File: src/rtl/assert_macros.svh
// assertion helpers used by the rtl
`ifndef ASSERT_MACROS_SVH
`define ASSERT_MACROS_SVH

// same-cycle implication, ignored while reset is asserted
`define ASSERT_IMPLY(lbl, clk, rst_n, ante, cons) \
	lbl: assert property (@(posedge clk) disable iff (!(rst_n)) (ante) |-> (cons)) \
		else $error("implication check failed");

// next-cycle implication, ignored while reset is asserted
`define ASSERT_NEXT(lbl, clk, rst_n, ante, cons) \
	lbl: assert property (@(posedge clk) disable iff (!(rst_n)) (ante) |=> (cons)) \
		else $error("next-cycle check failed");

`endif

File: src/rtl/vws_pkg.sv
`default_nettype none

package vws_pkg;

	localparam int unsigned PIX_PER_WORD = 16;
	localparam int unsigned CNT_W        = $clog2(PIX_PER_WORD);

	localparam logic [7:0]  SCROLL_BASE   = 8'o330;
	localparam logic [7:0]  SCROLL_GAIN   = 8'o050;
	localparam logic [7:0]  SCROLL_RESET  = 8'd216;
	localparam logic [23:0] RGB_WHITE     = 24'h0ffffff;
	localparam logic [23:0] RGB_BLACK     = 24'h000000;

	localparam logic OP_LOCATE = 1'b0;
	localparam logic OP_EXPAND = 1'b1;

	// register indexes on the configuration port
	localparam logic [2:0] REG_SCROLL   = 3'd0;
	localparam logic [2:0] REG_FULL     = 3'd1;
	localparam logic [2:0] REG_COLOR    = 3'd2;
	localparam logic [2:0] REG_EXT_PAL  = 3'd3;
	localparam logic [2:0] REG_PAL_SEL  = 3'd4;

	typedef struct packed {
		logic        opcode;
		logic [7:0]  row;
		logic [4:0]  word_column;
		logic [15:0] video_word;
	} in_item_t;

	typedef struct packed {
		logic [13:0] source_address;
		logic [8:0]  pixel_x;
		logic [7:0]  pixel_y;
		logic [23:0] rgb;
		logic        last;
	} out_item_t;

	typedef struct packed {
		logic [7:0] scroll_offset;
		logic       full_screen;
		logic       color_mode;
		logic       extended_palettes;
		logic [3:0] palette_select;
	} cfg_t;

	function automatic logic [23:0] fixed_colour(input logic [1:0] idx);
		logic [23:0] c;
		case (idx)
			2'd0: c = 24'h000000;
			2'd1: c = 24'h0000FF;
			2'd2: c = 24'h00FF00;
			default: c = 24'hFF0000;
		endcase
		return c;
	endfunction

	function automatic logic [23:0] chosen_colour(input logic [3:0] sel,
			input logic [1:0] idx);
		logic [23:0] c;
		case ({sel, idx})
			6'h01: c = 24'h0000FF; 6'h02: c = 24'h00FF00; 6'h03: c = 24'hFF0000;
			6'h05: c = 24'hFFFF00; 6'h06: c = 24'hFF00FF; 6'h07: c = 24'hFF0000;
			6'h09: c = 24'h00FFFF; 6'h0a: c = 24'h0000FF; 6'h0b: c = 24'hFF00FF;
			6'h0d: c = 24'h00FF00; 6'h0e: c = 24'h00FFFF; 6'h0f: c = 24'hFFFF00;
			6'h11: c = 24'hFF00FF; 6'h12: c = 24'h00FFFF; 6'h13: c = 24'hFFFFFF;
			6'h15: c = 24'hFFFFFF; 6'h16: c = 24'hFFFFFF; 6'h17: c = 24'hFFFFFF;
			6'h19: c = 24'h7F0000; 6'h1a: c = 24'h7F0000; 6'h1b: c = 24'hFF0000;
			6'h1d: c = 24'h00FF7F; 6'h1e: c = 24'h00FF7F; 6'h1f: c = 24'hFFFF00;
			6'h21: c = 24'hFF00FF; 6'h22: c = 24'h7F00FF; 6'h23: c = 24'h7F007F;
			6'h25: c = 24'h00FF7F; 6'h26: c = 24'h7F00FF; 6'h27: c = 24'h7F0000;
			6'h29: c = 24'h00FF7F; 6'h2a: c = 24'h7F007F; 6'h2b: c = 24'h7F0000;
			6'h2d: c = 24'h00FFFF; 6'h2e: c = 24'hFFFF00; 6'h2f: c = 24'hFF0000;
			6'h31: c = 24'hFF0000; 6'h32: c = 24'h00FF00; 6'h33: c = 24'h00FFFF;
			6'h35: c = 24'h00FFFF; 6'h36: c = 24'hFFFF00; 6'h37: c = 24'hFFFFFF;
			6'h39: c = 24'hFFFF00; 6'h3a: c = 24'h00FF00; 6'h3b: c = 24'hFFFFFF;
			6'h3d: c = 24'h00FFFF; 6'h3e: c = 24'h00FF00; 6'h3f: c = 24'hFFFFFF;
			default: c = 24'h000000;
		endcase
		return c;
	endfunction

endpackage

`default_nettype wire

File: src/rtl/video_word_scanout.sv
`default_nettype none

// channel   | handshake              | payload
// ----------+------------------------+--------------------------------
// item in   | start high, busy low   | in_item (opcode, row, column, word)
// result    | done, one cycle each   | result (address, x, y, rgb, last)
// config    | psel/penable/pwrite    | paddr, pwdata, prdata
//
// locate gives one result; expand gives one pixel per cycle from the pixel counter
// a new item is taken at the edge that registers the final pixel of the previous one
// each result appears on the cycle after it is computed, registered output
// reset restores the register defaults and empties the pipeline
// the receiver cannot stall: every result transfer completes in its cycle

module video_word_scanout
	import vws_pkg::*;
(
	input  wire logic        clk,
	input  wire logic        arst_n,
	input  wire logic        start,
	output      logic        busy,
	input  wire in_item_t    in_item,
	output      logic        done,
	output      out_item_t   result,
	input  wire logic        psel,
	input  wire logic        penable,
	input  wire logic        pwrite,
	input  wire logic [4:0]  paddr,
	input  wire logic [31:0] pwdata,
	output      logic [31:0] prdata,
	output      logic        pready
);

	cfg_t cfg;

	vws_cfg u_cfg (
		.clk     (clk),
		.arst_n  (arst_n),
		.psel    (psel),
		.penable (penable),
		.pwrite  (pwrite),
		.paddr   (paddr),
		.pwdata  (pwdata),
		.prdata  (prdata),
		.pready  (pready),
		.cfg     (cfg)
	);

	vws_engine u_engine (
		.clk     (clk),
		.arst_n  (arst_n),
		.cfg     (cfg),
		.start   (start),
		.busy    (busy),
		.in_item (in_item),
		.done    (done),
		.result  (result)
	);

endmodule

`default_nettype wire

File: src/rtl/vws_cfg.sv
`default_nettype none

module vws_cfg
	import vws_pkg::*;
(
	input  wire logic        clk,
	input  wire logic        arst_n,
	input  wire logic        psel,
	input  wire logic        penable,
	input  wire logic        pwrite,
	input  wire logic [4:0]  paddr,
	input  wire logic [31:0] pwdata,
	output      logic [31:0] prdata,
	output      logic        pready,
	output      cfg_t        cfg
);

	cfg_t       cfg_q;
	logic       wr_en;
	logic [2:0] reg_idx;

	assign pready  = 1'b1;
	assign wr_en   = psel & penable & pwrite;
	assign reg_idx = paddr[4:2];
	assign cfg     = cfg_q;

	always_ff @(posedge clk or negedge arst_n) begin
		if (!arst_n) begin
			cfg_q.scroll_offset     <= SCROLL_RESET;
			cfg_q.full_screen       <= 1'b1;
			cfg_q.color_mode        <= 1'b0;
			cfg_q.extended_palettes <= 1'b0;
			cfg_q.palette_select    <= 4'd0;
		end else if (wr_en) begin
			case (reg_idx)
				REG_SCROLL:  cfg_q.scroll_offset     <= pwdata[7:0];
				REG_FULL:    cfg_q.full_screen       <= pwdata[0];
				REG_COLOR:   cfg_q.color_mode        <= pwdata[0];
				REG_EXT_PAL: cfg_q.extended_palettes <= pwdata[0];
				REG_PAL_SEL: cfg_q.palette_select    <= pwdata[3:0];
				default: ;
			endcase
		end
	end

	always_comb begin
		case (reg_idx)
			REG_SCROLL:  prdata = {24'd0, cfg_q.scroll_offset};
			REG_FULL:    prdata = {31'd0, cfg_q.full_screen};
			REG_COLOR:   prdata = {31'd0, cfg_q.color_mode};
			REG_EXT_PAL: prdata = {31'd0, cfg_q.extended_palettes};
			REG_PAL_SEL: prdata = {28'd0, cfg_q.palette_select};
			default:     prdata = 32'd0;
		endcase
	end

endmodule

`default_nettype wire

File: src/rtl/vws_engine.sv
`default_nettype none
`include "assert_macros.svh"

module vws_engine
	import vws_pkg::*;
(
	input  wire logic      clk,
	input  wire logic      arst_n,
	input  wire cfg_t      cfg,
	input  wire logic      start,
	output      logic      busy,
	input  wire in_item_t  in_item,
	output      logic      done,
	output      out_item_t result
);

	logic             valid_s1;
	in_item_t         item_s1;
	logic [CNT_W-1:0] cnt_q;
	logic             done_q;
	out_item_t        result_q;

	logic             accept;
	logic             last_c;
	logic [7:0]       scroll_c;
	logic [7:0]       line_c;
	logic             blank_c;
	logic [1:0]       pair_c;
	logic [23:0]      colour_c;
	logic [23:0]      rgb_c;
	out_item_t        res_c;

	// the stage frees up on the cycle that computes a locate result or the final pixel of a run
	assign last_c = (item_s1.opcode == OP_LOCATE) || (cnt_q == CNT_W'(PIX_PER_WORD - 1));
	assign busy   = valid_s1 & ~last_c;
	assign accept = start & ~busy;

	always_ff @(posedge clk or negedge arst_n) begin
		if (!arst_n) begin
			valid_s1 <= 1'b0;
			cnt_q    <= '0;
		end else if (busy) begin
			cnt_q <= cnt_q + 1'b1;
		end else begin
			valid_s1 <= accept;
			cnt_q    <= '0;
		end
	end

	always_ff @(posedge clk) begin
		if (accept) begin
			item_s1 <= in_item;
		end
	end

	// scroll remap: values at or above the base wrap down, others move up
	assign scroll_c = (cfg.scroll_offset >= SCROLL_BASE) ? cfg.scroll_offset - SCROLL_BASE
							      : cfg.scroll_offset + SCROLL_GAIN;
	assign line_c   = item_s1.row + scroll_c;
	assign blank_c  = ~cfg.full_screen & (item_s1.row[7:6] != 2'd0);
	assign pair_c   = item_s1.video_word[{cnt_q[CNT_W-1:1], 1'b0} +: 2];

	always_comb begin
		if (cfg.extended_palettes) begin
			colour_c = chosen_colour(cfg.palette_select, pair_c);
		end else begin
			colour_c = fixed_colour(pair_c);
		end
		if (blank_c) begin
			rgb_c = RGB_BLACK;
		end else if (cfg.color_mode) begin
			rgb_c = colour_c;
		end else begin
			rgb_c = item_s1.video_word[cnt_q] ? RGB_WHITE : RGB_BLACK;
		end
	end

	always_comb begin
		res_c.source_address = {line_c, item_s1.word_column, 1'b0};
		res_c.last           = last_c;
		if (item_s1.opcode == OP_LOCATE) begin
			res_c.pixel_x = '0;
			res_c.pixel_y = '0;
			res_c.rgb     = '0;
		end else begin
			res_c.pixel_x = {item_s1.word_column, cnt_q};
			res_c.pixel_y = ~item_s1.row;
			res_c.rgb     = rgb_c;
		end
	end

	always_ff @(posedge clk or negedge arst_n) begin
		if (!arst_n) begin
			done_q <= 1'b0;
		end else begin
			done_q <= valid_s1;
		end
	end

	always_ff @(posedge clk) begin
		if (valid_s1) begin
			result_q <= res_c;
		end
	end

	assign done   = done_q;
	assign result = result_q;

	`ASSERT_IMPLY(a_done_has_item, clk, arst_n, done, $past(valid_s1))
	`ASSERT_NEXT(a_accept_loads, clk, arst_n, accept, valid_s1 && (cnt_q == '0))
	`ASSERT_NEXT(a_run_advances, clk, arst_n, busy,
		valid_s1 && (cnt_q == $past(cnt_q) + 1'b1) && $stable(item_s1))
	`ASSERT_IMPLY(a_last_frees, clk, arst_n, done && result.last, !$past(busy))

endmodule

`default_nettype wire
File: config.mk
export PLATFORM = sky130hd
export DESIGN_NAME = video_word_scanout
export DESIGN_NICKNAME = d
export VERILOG_FILES = /design/src/rtl/vws_pkg.sv /design/src/rtl/video_word_scanout.sv /design/src/rtl/vws_cfg.sv /design/src/rtl/vws_engine.sv
export VERILOG_INCLUDE_DIRS = /design/src /design/src/rtl
export SDC_FILE = /design/constraint.sdc
export NUM_CORES = 1
export LEC_CHECK = 0
export BUFFER_PORTS_ARGS = -buffer_cell sky130_fd_sc_hd__buf_2
export CAP_MARGIN = 20
export CORE_ASPECT_RATIO = 0.8
export CORE_UTILIZATION = 47
export CTS_BUF_LIST = sky130_fd_sc_hd__clkbuf_2
export DETAILED_ROUTE_END_ITERATION = 10
export PLACE_DENSITY_LB_ADDON = 0.05
export SLEW_MARGIN = 15
export SYNTH_ARGS = -nofsm -noshare
export SYNTH_HDL_FRONTEND = slang
export SYNTH_SLANG_ARGS = --single-unit
File: constraint.sdc
create_clock -name clk -period 2.8 [get_ports clk]
set_input_delay 0.42 -clock clk [delete_from_list [all_inputs] [get_ports clk]]
set_output_delay 0.42 -clock clk [all_outputs]
set_load 0.02 [all_outputs]
==> flow_summary.yaml <==
status:
  outcome: "finished, violations left"
  violations: "design-rule violations"
synthesis:
  synth_seq_area_share_pct: 55.4
  ys_warn_count: 0
  synthArstFlopShare_pct: 24.1
  synth_seq_cells: 87
  yosysMostFrequentCell: "edfxtp_1"
  netlist_area_mm2: 0.00454
  synth_cell_types: 54
  synth-edff-count: 66
  synthFlopType: "edfxtp_1"
  ys_top_cells_by_area: "edfxtp_1 (44%), dfrtp_1 (8.8%), buf_4 (7.4%)"
  synth_common_cells: "edfxtp_1 (66), buf_4 (45), nor2_1 (18), a21oi_1 (16), dfrtp_1 (16)"
  synth_cells: 371
  synth_top_cell_by_area: "edfxtp_1"
  yosysTopAreaCellShare_pct: 43.7
  postSynthAreaPerCell_um2: 12.2
drt:
  firstDrtPassIters: 10
  viasPerCell: 5.00
  vias: 3153
  wl_per_cell_um: 14.7
  drtIter0Drc: 143
  drc: 14
  antenna_left: 0
  wirelength_um: 9270
global_routing:
  grt-busiest-layer: "met2"
  antenna_found_initial: 0
  grt_use_met3_pct: 5.39
  grt_pass1_wl_um: 14600
  gr-usage-met1_pct: 24.9
  grt_max_degree: 38
  grt_pass1_vias: 2931
  grt_usage_pct: 19.0
  use_met2_pct: 30.6
  grt-ovfl-total: 0
min_path:
  hp-start: "start"
  holdCritPathClass: "in2reg"
  hold_depth: 2
  min_to: "u_engine.valid_s1"
sta:
  setup_violations: 0
  slew_headroom_pct: 57.0
  worst_pin_slew_ns: 0.646
  finalCriticalPeriod_ns: 2.72
  period_share_pct: 97.1
  skew_ns: 0.0199
  whs_ns: 0.0695
  fmax_mhz: 368
  grt_setup_unrepaired: "yes"
  hold_viol: 0
  finalMaxSlewViolations: 0
setup_path:
  rrSetupSlack_ns: 0.08
  crit_buf_inv: 2
  cp_slowest_stage_delay_ns: 0.52
  cp_max_fo: 7
  crit_chain: "buf_6 > mux2_4 > mux4_2 > buf_4 > ha_2 > nand2b_1 > mux2i_1 > o21ai_0 > o21a_1 > a41o_1 > a21oi_1"
  slowest_stage: "mux4_2"
  path_class: "reg2reg"
  worst_r2r_startpoint: "u_engine.cnt_q[1]"
  r2r_end: "u_engine.result[24]"
  cpLargestDelayFamily: "multiplexers"
  rr_worst_depth: 11
  crit_path_start_kind: "flop"
  required_ns: 3.10
  crit_path_end_kind: "flop"
  cp.arrival_ns: 3.02
clock_tree:
  cts_tree: "built"
  htreeDepth: 3
  cts_buffers: 9
  cts_root_buf: "clkbuf_2"
  clk_pin_slew_ns: 0.24
  cts.sinks: 87
  clk_latency_ns: 0.53
  clockBufferDepth: 2
floorplan:
  core_mm2: 0.00919
  die-area_mm2: 0.0100
  die_w_um: 112
  initial_core_util_pct: 49.3
  die_y_um: 89.9
  rows: 31
  ios: 164
power:
  power_frac_comb_pct: 30.0
  peakVddDrop_uv: 318
  powerDensity_mw_per_mm2: 584
  power_frac_clock_pct: 17.1
  switchingPower_mw: 1.13
  p_seq_share_pct: 52.9
  power.total_mw: 3.26
  p_leak_nw: 2.44
  cell_internal_pwr_mw: 2.13
  switching_share_pct: 34.6
place:
  post-dp-hpwl_um: 6240
  place_congestion: 0.882
  io_buffers: 111
final_layout:
  n_antenna_cell: 0
  drive_gt1_share_pct: 37.3
  nNetsFinal: 599
  syn2layout_area_growth_pct: 22.9
flow_run:
  drv_cap: 0
## kinds of logic after synthesis
kind of cell	synth area share (%)
AO/OA/AOI/OAI	7.39
XOR/XNOR	2.32
adder cells (fa/ha/maj)	4.30
buffers and inverters	9.79
flip-flops	55.4
multiplexers	8.74
other	0.166
AND/OR/NAND/NOR	11.9
## per-layer routing
metal,vias to the layer above,wire length [µm]
li1,1531,-
met1,1477,4230
met2,129,4270
met3,16,636
met4,0,135
met5,-,0
## flip-flops by register name, indices dropped and copies added (netlist names)
name and cells:
u_cfg.cfg 15, u_engine.cnt_q 4, u_engine.done 1, u_engine.item_s1 30
u_engine.result 36, u_engine.valid_s1 1
## how the worst max path moves through the flow
| stage | depth (start not counted) | slack (ns) | start | end |
|---|---|---|---|---|
| floorplan | 10 | 0.1 | u_engine.cnt_q[1] | u_engine.result[7] |
| global placement | 9 | -0.14 | u_engine.cnt_q[1] | u_engine.result[7] |
| detailed placement | 9 | -0.14 | u_engine.cnt_q[1] | u_engine.result[7] |
| CTS | 12 | -0.02 | u_engine.cnt_q[1] | u_engine.result[16] |
| global route | 12 | -0.05 | u_engine.cnt_q[1] | u_engine.result[7] |
| finish | 11 | 0.08 | u_engine.cnt_q[1] | u_engine.result[24] |
## area by class of cell
cell class                 count  area (µm²)
tap                          115         144
sequential                    87        2510
clock buffer                   9        45.0
clock inverter                 6        47.5
fill                         792        3620
multi-input combinational    237        1730
inverter                      11        41.3
timing repair buffer         165        1050
## stage by stage
step	instance area (µm²)	TNS, ns	cells	util, %	setup WS (ns)
2_1_floorplan	4630	0	395	-	0.0986
4_1_cts	5470	-0.0475	625	59.5	-0.0249
6_report	5570	0	630	60.6	0.0809
3_3_place_gp	5080	-0.217	582	55.3	-0.139
3_5_place_dp	5080	-0.294	582	55.3	-0.137
5_1_grt	5570	-0.118	630	60.6	-0.0491
## power groups by stage
stage                     Clock (mW)  Combinational (mW)  Sequential [mW]
after floorplan                    0               0.628             1.81
after global placement             0               0.895             1.74
after detailed placement           0               0.907             1.75
after CTS                      0.576               0.953             1.72
after global routing           0.623                1.06             1.75
final                          0.556               0.978             1.72
## cell usage in the layout, fill, tap and decap left out, types with 4 or more instances in the layout
master | Yosys | layout
a21o_1 | 4 | 4
a21oi_1 | 16 | 15
and2_1 | 15 | 15
buf_2 | 1 | 112
buf_4 | 45 | 19
clkbuf_2 | 0 | 9
conb_1 | 2 | 26
dfrtp_1 | 16 | 15
dfstp_2 | 5 | 5
dlygate4sd3_1 | 0 | 31
edfxtp_1 | 66 | 66
ha_1 | 14 | 11
inv_1 | 11 | 10
mux2_2 | 15 | 15
mux2_4 | 4 | 4
mux2i_1 | 10 | 10
nand2_1 | 14 | 13
nand2b_1 | 9 | 9
nand3_1 | 11 | 10
nor2_1 | 18 | 18
nor2b_1 | 12 | 11
nor3_1 | 7 | 6
o21ai_0 | 10 | 9
xnor2_1 | 9 | 9
## what timing repair did
action,4_1_cts,5_1_grt
endpoints found under the hold margin,41,5
setup buffers,2,0
hold buffers,26,5
pin swaps,0,11
setup endpoints to repair,5,5
gates resized for setup,5,15
(Power assumes the default switching activity.)
